`config.mk`:
```
export PLATFORM = sky130hd
export DESIGN_NAME = lidar_packet_point_parser_unit_flat
export DESIGN_NICKNAME = d
export VERILOG_FILES = /design/src/rtl/lppp_pkg.sv /design/src/rtl/lppp_if.sv /design/src/rtl/lppp_front.sv /design/src/rtl/lppp_queue.sv /design/src/rtl/lppp_back.sv /design/src/rtl/lidar_packet_point_parser_unit.sv /design/src/flat_wrapper.sv
export SDC_FILE = /design/constraint.sdc
export NUM_CORES = 1
export LEC_CHECK = 0
export BUFFER_PORTS_ARGS = -buffer_cell sky130_fd_sc_hd__buf_4
export CAP_MARGIN = 20
export CORE_MARGIN = 1.5
export CORE_UTILIZATION = 54
export DETAILED_ROUTE_END_ITERATION = 10
export GPL_TIMING_DRIVEN = 0
export MAX_ROUTING_LAYER = met4
export PLACE_DENSITY = 0.75
export SKIP_LAST_GASP = 1
export SYNTH_ARGS = -nofsm -noshare
export SYNTH_HDL_FRONTEND = slang
export SYNTH_SLANG_ARGS = --single-unit
```
`constraint.sdc`:
```
create_clock -name clk -period 5.1 [get_ports clk]
set_input_delay 1.02 -clock clk [delete_from_list [all_inputs] [get_ports clk]]
set_output_delay 1.02 -clock clk [all_outputs]
set_load 0.05 [all_outputs]
```
`src/rtl/lppp_pkg.sv`:
```
`default_nettype none

package lppp_pkg;

  // Flag bytes that open a packet
  localparam logic [7:0] FLAG_FIRST  = 8'hFF;
  localparam logic [7:0] FLAG_SECOND = 8'hEE;

  // Point queue between parser and output stage
  localparam int QUEUE_DEPTH = 4;
  localparam int QPTR_W      = $clog2(QUEUE_DEPTH);

  typedef struct packed {
    logic [15:0] azimuth;
    logic [5:0]  channel_id;
    logic [15:0] distance;
    logic [7:0]  reflectivity;
    logic [3:0]  block_index;
    logic        last_of_packet;
  } point_t;

  typedef struct packed {
    logic full;
    logic empty;
  } queue_status_t;

endpackage

`default_nettype wire

```
`src/rtl/lppp_if.sv`:
```
`default_nettype none

// Byte stream channel
interface lppp_byte_if;
  logic       valid;
  logic       ready;
  logic [7:0] in_byte;

  modport source (output valid, output in_byte, input ready);
  modport sink   (input valid, input in_byte, output ready);
endinterface

// Point channel
interface lppp_point_if;
  logic        valid;
  logic        ready;
  logic [15:0] azimuth;
  logic [5:0]  channel_id;
  logic [15:0] distance;
  logic [7:0]  reflectivity;
  logic [3:0]  block_index;
  logic        last_of_packet;

  modport source (output valid, output azimuth, output channel_id, output distance,
                  output reflectivity, output block_index, output last_of_packet,
                  input ready);
  modport sink   (input valid, input azimuth, input channel_id, input distance,
                  input reflectivity, input block_index, input last_of_packet,
                  output ready);
endinterface

`default_nettype wire

```
`src/rtl/lppp_front.sv`:
```
`default_nettype none

// Byte parser: finds the packet flag, walks blocks and records, emits points
module lppp_front
  import lppp_pkg::*;
#(
  parameter int BLOCKS_PER_PACKET  = 12,
  parameter int CHANNELS_PER_BLOCK = 32
) (
  input  wire logic          clk,
  input  wire logic          rst,
  lppp_byte_if.sink          in_ch,
  input  wire queue_status_t q_stat,
  output logic               push,
  output point_t             push_data
);

  localparam logic [2:0] PH_SEARCH = 3'd0;
  localparam logic [2:0] PH_GOT_FF = 3'd1;
  localparam logic [2:0] PH_AZ_LO  = 3'd2;
  localparam logic [2:0] PH_AZ_HI  = 3'd3;
  localparam logic [2:0] PH_RECORD = 3'd4;
  localparam logic [2:0] PH_SKIP_A = 3'd5;
  localparam logic [2:0] PH_SKIP_B = 3'd6;

  localparam logic [1:0] REC_DIST_LO = 2'd0;
  localparam logic [1:0] REC_DIST_HI = 2'd1;
  localparam logic [1:0] REC_REFL    = 2'd2;

  localparam logic [4:0] LAST_CH  = 5'(CHANNELS_PER_BLOCK - 1);
  localparam logic [3:0] LAST_BLK = 4'(BLOCKS_PER_PACKET - 1);

  logic [2:0]  phase;
  logic [1:0]  byte_in_record;
  logic [4:0]  channel_count;
  logic [3:0]  block_count;
  logic [15:0] azimuth_reg;
  logic [15:0] distance_reg;

  logic accept;
  logic rec_end;
  logic last_ch;
  logic last_blk;

  // Bytes are taken whenever the queue has room
  assign in_ch.ready = !q_stat.full;
  assign accept      = in_ch.valid && in_ch.ready;

  assign last_ch  = channel_count >= LAST_CH;
  assign last_blk = block_count >= LAST_BLK;
  assign rec_end  = (phase == PH_RECORD) && (byte_in_record != REC_DIST_LO)
                    && (byte_in_record != REC_DIST_HI);

  // Point produced on the reflectivity byte
  assign push = accept && rec_end;
  always_comb begin
    push_data.azimuth        = azimuth_reg;
    push_data.channel_id     = {1'b0, channel_count} + 6'd1;
    push_data.distance       = distance_reg;
    push_data.reflectivity   = in_ch.in_byte;
    push_data.block_index    = block_count;
    push_data.last_of_packet = last_ch && last_blk;
  end

  // Parse state
  always_ff @(posedge clk) begin
    if (rst) begin
      phase          <= PH_SEARCH;
      byte_in_record <= REC_DIST_LO;
      channel_count  <= '0;
      block_count    <= '0;
      azimuth_reg    <= '0;
      distance_reg   <= '0;
    end else if (accept) begin
      unique case (phase)
        PH_SEARCH: begin
          if (in_ch.in_byte == FLAG_FIRST) phase <= PH_GOT_FF;
        end
        PH_GOT_FF: begin
          if (in_ch.in_byte == FLAG_SECOND) begin
            phase       <= PH_AZ_LO;
            block_count <= '0;
          end else if (in_ch.in_byte != FLAG_FIRST) begin
            phase <= PH_SEARCH;
          end
        end
        PH_SKIP_A: phase <= PH_SKIP_B;
        PH_SKIP_B: phase <= PH_AZ_LO;
        PH_AZ_LO: begin
          azimuth_reg <= {8'h00, in_ch.in_byte};
          phase       <= PH_AZ_HI;
        end
        PH_AZ_HI: begin
          azimuth_reg    <= {in_ch.in_byte, azimuth_reg[7:0]};
          byte_in_record <= REC_DIST_LO;
          channel_count  <= '0;
          phase          <= PH_RECORD;
        end
        PH_RECORD: begin
          if (byte_in_record == REC_DIST_LO) begin
            distance_reg   <= {8'h00, in_ch.in_byte};
            byte_in_record <= REC_DIST_HI;
          end else if (byte_in_record == REC_DIST_HI) begin
            distance_reg   <= {in_ch.in_byte, distance_reg[7:0]};
            byte_in_record <= REC_REFL;
          end else begin
            byte_in_record <= REC_DIST_LO;
            if (!last_ch) begin
              channel_count <= channel_count + 5'd1;
            end else if (last_blk) begin
              phase         <= PH_SEARCH;
              block_count   <= '0;
              channel_count <= '0;
            end else begin
              block_count   <= block_count + 4'd1;
              channel_count <= '0;
              phase         <= PH_SKIP_A;
            end
          end
        end
        default: phase <= PH_SEARCH;
      endcase
    end
  end

endmodule

`default_nettype wire

```
`src/rtl/lppp_queue.sv`:
```
`default_nettype none

// Small point queue between parser and output stage
module lppp_queue
  import lppp_pkg::*;
(
  input  wire logic     clk,
  input  wire logic     rst,
  input  wire logic     push,
  input  wire point_t   push_data,
  input  wire logic     pop,
  output point_t        head,
  output queue_status_t q_stat
);

  point_t            entries [QUEUE_DEPTH];
  logic [QPTR_W-1:0] wr_ptr;
  logic [QPTR_W-1:0] rd_ptr;
  logic [QPTR_W:0]   count;

  assign head         = entries[rd_ptr];
  assign q_stat.full  = count == (QPTR_W + 1)'(QUEUE_DEPTH);
  assign q_stat.empty = count == '0;

  // Entry storage, payload only
  always_ff @(posedge clk) begin
    if (push) entries[wr_ptr] <= push_data;
  end

  // Pointers and fill level
  always_ff @(posedge clk) begin
    if (rst) begin
      wr_ptr <= '0;
      rd_ptr <= '0;
      count  <= '0;
    end else begin
      if (push) wr_ptr <= wr_ptr + 1'b1;
      if (pop)  rd_ptr <= rd_ptr + 1'b1;
      case ({push, pop})
        2'b10:   count <= count + 1'b1;
        2'b01:   count <= count - 1'b1;
        default: count <= count;
      endcase
    end
  end

endmodule

`default_nettype wire

```
`src/rtl/lppp_back.sv`:
```
`default_nettype none

// Output register: drains the queue into the point channel
module lppp_back
  import lppp_pkg::*;
(
  input  wire logic          clk,
  input  wire logic          rst,
  input  wire point_t        head,
  input  wire queue_status_t q_stat,
  output logic               pop,
  lppp_point_if.source       out_ch
);

  logic   out_valid;
  point_t out_data;

  // Load when the register is empty or being taken this cycle
  assign pop = !q_stat.empty && (!out_valid || out_ch.ready);

  always_ff @(posedge clk) begin
    if (rst) begin
      out_valid <= 1'b0;
    end else if (!out_valid || out_ch.ready) begin
      out_valid <= !q_stat.empty;
    end
  end

  always_ff @(posedge clk) begin
    if (pop) out_data <= head;
  end

  assign out_ch.valid          = out_valid;
  assign out_ch.azimuth        = out_data.azimuth;
  assign out_ch.channel_id     = out_data.channel_id;
  assign out_ch.distance       = out_data.distance;
  assign out_ch.reflectivity   = out_data.reflectivity;
  assign out_ch.block_index    = out_data.block_index;
  assign out_ch.last_of_packet = out_data.last_of_packet;

endmodule

`default_nettype wire

```
`src/rtl/lidar_packet_point_parser_unit.sv`:
```
// Throughput: one byte per cycle, sustained while the point channel drains.
// Path: the parser writes each point into a four-entry queue when its reflectivity byte is taken,
// and the output register loads it from the queue head when it is empty or being taken.
// The input stalls only when the queue is full; the output register holds under stall.
// Reset (rst, synchronous): parser back to flag search, queue and output emptied.
`default_nettype none

module lidar_packet_point_parser_unit
  import lppp_pkg::*;
#(
  parameter int BLOCKS_PER_PACKET  = 12,
  parameter int CHANNELS_PER_BLOCK = 32
) (
  input  wire logic    clk,
  input  wire logic    rst,
  lppp_byte_if.sink    in_ch,
  lppp_point_if.source out_ch
);

  logic          push;
  logic          pop;
  point_t        push_data;
  point_t        head;
  queue_status_t q_stat;

  // Front: byte parsing
  lppp_front #(
    .BLOCKS_PER_PACKET (BLOCKS_PER_PACKET),
    .CHANNELS_PER_BLOCK(CHANNELS_PER_BLOCK)
  ) u_front (
    .clk      (clk),
    .rst      (rst),
    .in_ch    (in_ch),
    .q_stat   (q_stat),
    .push     (push),
    .push_data(push_data)
  );

  // Decoupling queue
  lppp_queue u_queue (
    .clk      (clk),
    .rst      (rst),
    .push     (push),
    .push_data(push_data),
    .pop      (pop),
    .head     (head),
    .q_stat   (q_stat)
  );

  // Back: output register
  lppp_back u_back (
    .clk   (clk),
    .rst   (rst),
    .head  (head),
    .q_stat(q_stat),
    .pop   (pop),
    .out_ch(out_ch)
  );

endmodule

`default_nettype wire

```
`src/flat_wrapper.sv`:
```
// flat-port wrapper written by rule: the top's interface ports become plain ports
module lidar_packet_point_parser_unit_flat import lppp_pkg::*;
#(
  parameter int BLOCKS_PER_PACKET  = 12,
  parameter int CHANNELS_PER_BLOCK = 32
)
  (clk, rst, in_ch_valid, in_ch_in_byte, in_ch_ready, out_ch_valid, out_ch_azimuth, out_ch_channel_id, out_ch_distance, out_ch_reflectivity, out_ch_block_index, out_ch_last_of_packet, out_ch_ready);
  lppp_byte_if in_ch_i ();
  lppp_point_if out_ch_i ();
  input  wire logic clk;
  input  wire logic rst;
  input wire logic [$bits(in_ch_i.valid)-1:0] in_ch_valid;
  input wire logic [$bits(in_ch_i.in_byte)-1:0] in_ch_in_byte;
  output wire logic [$bits(in_ch_i.ready)-1:0] in_ch_ready;
  output wire logic [$bits(out_ch_i.valid)-1:0] out_ch_valid;
  output wire logic [$bits(out_ch_i.azimuth)-1:0] out_ch_azimuth;
  output wire logic [$bits(out_ch_i.channel_id)-1:0] out_ch_channel_id;
  output wire logic [$bits(out_ch_i.distance)-1:0] out_ch_distance;
  output wire logic [$bits(out_ch_i.reflectivity)-1:0] out_ch_reflectivity;
  output wire logic [$bits(out_ch_i.block_index)-1:0] out_ch_block_index;
  output wire logic [$bits(out_ch_i.last_of_packet)-1:0] out_ch_last_of_packet;
  input wire logic [$bits(out_ch_i.ready)-1:0] out_ch_ready;
  assign in_ch_i.valid = in_ch_valid;
  assign in_ch_i.in_byte = in_ch_in_byte;
  assign in_ch_ready = in_ch_i.ready;
  assign out_ch_valid = out_ch_i.valid;
  assign out_ch_azimuth = out_ch_i.azimuth;
  assign out_ch_channel_id = out_ch_i.channel_id;
  assign out_ch_distance = out_ch_i.distance;
  assign out_ch_reflectivity = out_ch_i.reflectivity;
  assign out_ch_block_index = out_ch_i.block_index;
  assign out_ch_last_of_packet = out_ch_i.last_of_packet;
  assign out_ch_i.ready = out_ch_ready;
  lidar_packet_point_parser_unit #(.BLOCKS_PER_PACKET(BLOCKS_PER_PACKET), .CHANNELS_PER_BLOCK(CHANNELS_PER_BLOCK)) u_core (.clk(clk), .rst(rst), .in_ch(in_ch_i), .out_ch(out_ch_i));
endmodule
```
==> run summary <==
The async set-reset flop share out of synthesis works out to 0. The floorplan step defined a core boundary enclosing 20,400 um2. The worst setup path is captured at a flop. The compound-cell area share of the yosys netlist is 0.0322.

The run finished with clean final reports. The synthesized netlist contains 48 unique library cells. For hold timing, the worst endpoint is u_core.u_front.byte_in_record[0].

Data on the critical path arrives at its endpoint at 3.05 ns. Of all nets on the critical path, the largest fanout is 27. After synthesis the netlist holds a flip-flop and latch count of 309. The run gives 0 as the number of setup violations in the final report.

The number of clock buffers inserted by TritonCTS is 29. At the worst endpoint, the required time is 5.55 ns. The reg2reg setup slack was 2.51 ns. The analysis attributes to cell leakage a power of 4.23 nW. Flip-flop cell with the highest count after synthesis: edfxtp_1. The share of the clock period used by the worst path after layout came out at 0.508. For the total number of placement rows, the log shows 52. STA classifies the critical path startpoint as a flop. The simple logic cell fraction of the synthesized area was 0.0577. Yosys instantiated no cell more often than edfxtp_1. For the pin with the worst max-slew slack, the measured transition is 0.847 ns. The number of nets still failing antenna checks after routing was 0; the antenna diode count was 0. The first TritonRoute pass finished after 5 iterations. The logic depth of the worst register-to-register path is 8, and the total placed instance area is 12,200 um2.

Ranked by flip-flop count, first place goes to u_core.u_queue.entries. In this run the post-CTS setup repair buffer count came out at 0. The effective utilization at floorplan came out at 0.555.

Worst-case hold slack: 0.481 ns. Along the worst hold path, the cell count comes to 2. The tools report the total nets after synthesis as 634.

The area of all placed cells without fillers was 13,200 um2; the total number of clock tree sinks was 309. After clock tree synthesis, the flow added hold-fix buffers numbering 0. Portion of synthesized cell area occupied by the leading cell type: 0.675.

The average instance in the mapped netlist occupies 18.5 um2. The DRC violation count after routing was 0. Derived from the worst setup path, the maximum achievable clock frequency is 386 MHz. The terminus of the critical flop-to-flop path is u_core.u_queue.count[2]. Using the TritonRoute via totals, the vias-per-cell ratio works out to 5.83. The run gives 0.771 as the share of synthesized area occupied by flip-flops and latches.

The total of max-cap violations was 0; the first-pass GRT wire length was 33,100 um. The tools report the net count reported at finish as 730. The synthesized design contains 255 enable-type register cells.

The number of flip-flops in the largest register was 204; the die area was 21,900 um2. The fraction of synthesized area in multiplexers is 0.110, and the via count of the first global-routing pass is 5,960. The critical path is of the reg -> reg type. In this run the worst hold path is classified as reg -> reg. The dominant combinational cell family by area after synthesis is multiplexers.

Routability-driven placement finished with a final weighted congestion of 0.865. The DRC violation total after the first TritonRoute iteration was 530. Dividing the detail-routed wire length by the instance count gives 21.2 um.

Sorting the synthesized cells by how often they occur yields 255 x edfxtp_1, 54 x dfxtp_1, 51 x mux4_2. The via total after detailed routing came out at 5,837. Entering global routing, the biggest net connects 52 pins.

Summed over all instances, the cell type with the most area after synthesis is edfxtp_1. TritonCTS built the clock tree. The count of synthesis-stage warnings from yosys came out at 0. The fraction of layout instances using a drive strength above 1 came out at 0.257. The tools report the post-synthesis cell area as 11,300 um2.

In the post-synthesis netlist, the biggest area contributors are edfxtp_1 68%, mux4_2 10%, dfxtp_1 9.5%. The worst clock skew is 0.0168 ns, and the number of buffers on the longest clock path is 3. Setup repair after global routing left no endpoint under its margin. The post-synthesis share of cell area spent on full adders, half adders and majority gates is 0.0106, and the post-cts repair resize count is 0. The minimum clock period after layout was 2.59 ns. Total global-route track usage: 0.207. The number of H-tree levels is 1, and the relative slew slack is 0.435. The cell count after synthesis came out at 613. CTS placed an instance of clkbuf_16 at the clock tree root.

After detailed routing, the total wire length is 21,200 um. For this design the ratio of total power to cell area is 495 nW/um2. The xor-xnor portion of the synthesized cell area came out at 0.00386. After filler insertion, the fill cell instance count of the layout stands at 1,379. The tools report the I/O pin count as 65. The worst register-to-register path begins at u_core.u_queue.count[0]. After legalization and detailed placement, the total HPWL measured 12,500 um.

Input and output buffers added on the ports amount to 63. The logs give 0 for the global route total overflow and 0.54 ns for the worst-skew pair later-pin latency. The die is 148 um wide. The number of antenna violations at the first check in global routing was 0; the count of pins over their slew limit was 0.

The worst voltage drop across the vdd grid is 0.365 mV. Clock slew seen by the registers of the worst setup and hold paths: 0.06 ns. The overall die height works out to 148 um. The run gives 0 as the number of hold violations in the final report.

The area growth from synthesis to final layout came out at 16.0%. The startpoint of the most critical hold path is u_core.u_front.byte_in_record[0].
where the power goes:
group	total, mW	internal [mW]	leakage, nW	switching, mW
Combinational	1.44	0.427	1.10	1.01
Clock	2.06	1.19	0.454	0.869
Sequential	3.02	2.96	2.67	0.0592
metrics by stage:
| step | total power, mW | setup TNS (ns) | utilization | std cells | setup WS (ns) |
|---|---|---|---|---|---|
| after floorplan | 4.06 | 0 | - | 613 | 0.0987 |
| after global placement | 4.40 | -45.43 | 0.595 | 946 | -1.68 |
| after detailed placement | 4.52 | 0 | 0.599 | 948 | 2.07 |
| after CTS | 6.58 | 0 | 0.644 | 1001 | 2.48 |
| after global routing | 6.74 | 0 | 0.644 | 1001 | 2.35 |
| final | 6.52 | 0 | 0.644 | 1001 | 2.51 |
cell type report:
type                            instances  area, um2  share of cell area
Multi-Input combinational cell        266       2460               0.187
Tap cell                              270        338              0.0257
Timing Repair Buffer                   65        520              0.0396
Buffer                                 30        139              0.0106
Sequential cell                       309       8740               0.664
Clock buffer                           37        786              0.0597
Clock inverter                         16        139              0.0106
Inverter                                8       30.0             0.00228
worst max-delay path, stage by stage (launching register included):
cell and delay [ns]:
dfxtp_1 0.36, nor3_1 0.47, a21oi_4 0.22, buf_12 0.23, ha_1 0.25, fa_1 0.38, xnor2_1 0.14, or3_1 0.30
a21oi_1 0.15
cell families (layout without fill, tap and decap cells):
| family | count (synthesis) | in the layout |
|---|---|---|
| adders and majority gates | 9 | 9 |
| xor gates and xnor gates | 5 | 5 |
| and+or+nand+nor | 127 | 127 |
| muxes | 61 | 61 |
| DFF | 309 | 309 |
| buffers and inverters | 38 | 156 |
| AOI/OAI and AO/OA | 64 | 64 |
placed cells by master (no fill, tap or decap), types with 10 or more instances in the layout:
cell type  instances
edfxtp_1         255
buf_4             64
dfxtp_1           54
mux4_2            51
nand2_1           37
a21oi_1           34
nor2_1            29
clkbuf_16         29
clkbuf_1          21
nand3_1           15
o21ai_0           14
nand4_1           11
mux2i_1           10
worst max path at each step:
stage	start	endpoint	cells after the start
floorplan	out_ch_ready	u_core.u_queue.count[2]	7
global placement	out_ch_ready	u_core.u_queue.count[2]	8
detailed placement	out_ch_ready	u_core.u_queue.count[2]	9
CTS	u_core.u_queue.count[0]	u_core.u_queue.count[2]	8
global route	u_core.u_queue.count[0]	u_core.u_queue.count[2]	8
finish	u_core.u_queue.count[0]	u_core.u_queue.count[2]	8
layer usage:
layer  vias up  track usage  routed length [um]
li1       2624            -                   -
met1      2938        0.275                8900
met2       223        0.331               10400
met3        52       0.0361                1360
met4         0       0.0644                 493
met5         -            -                   0
Power figures use the tool's default switching activity.
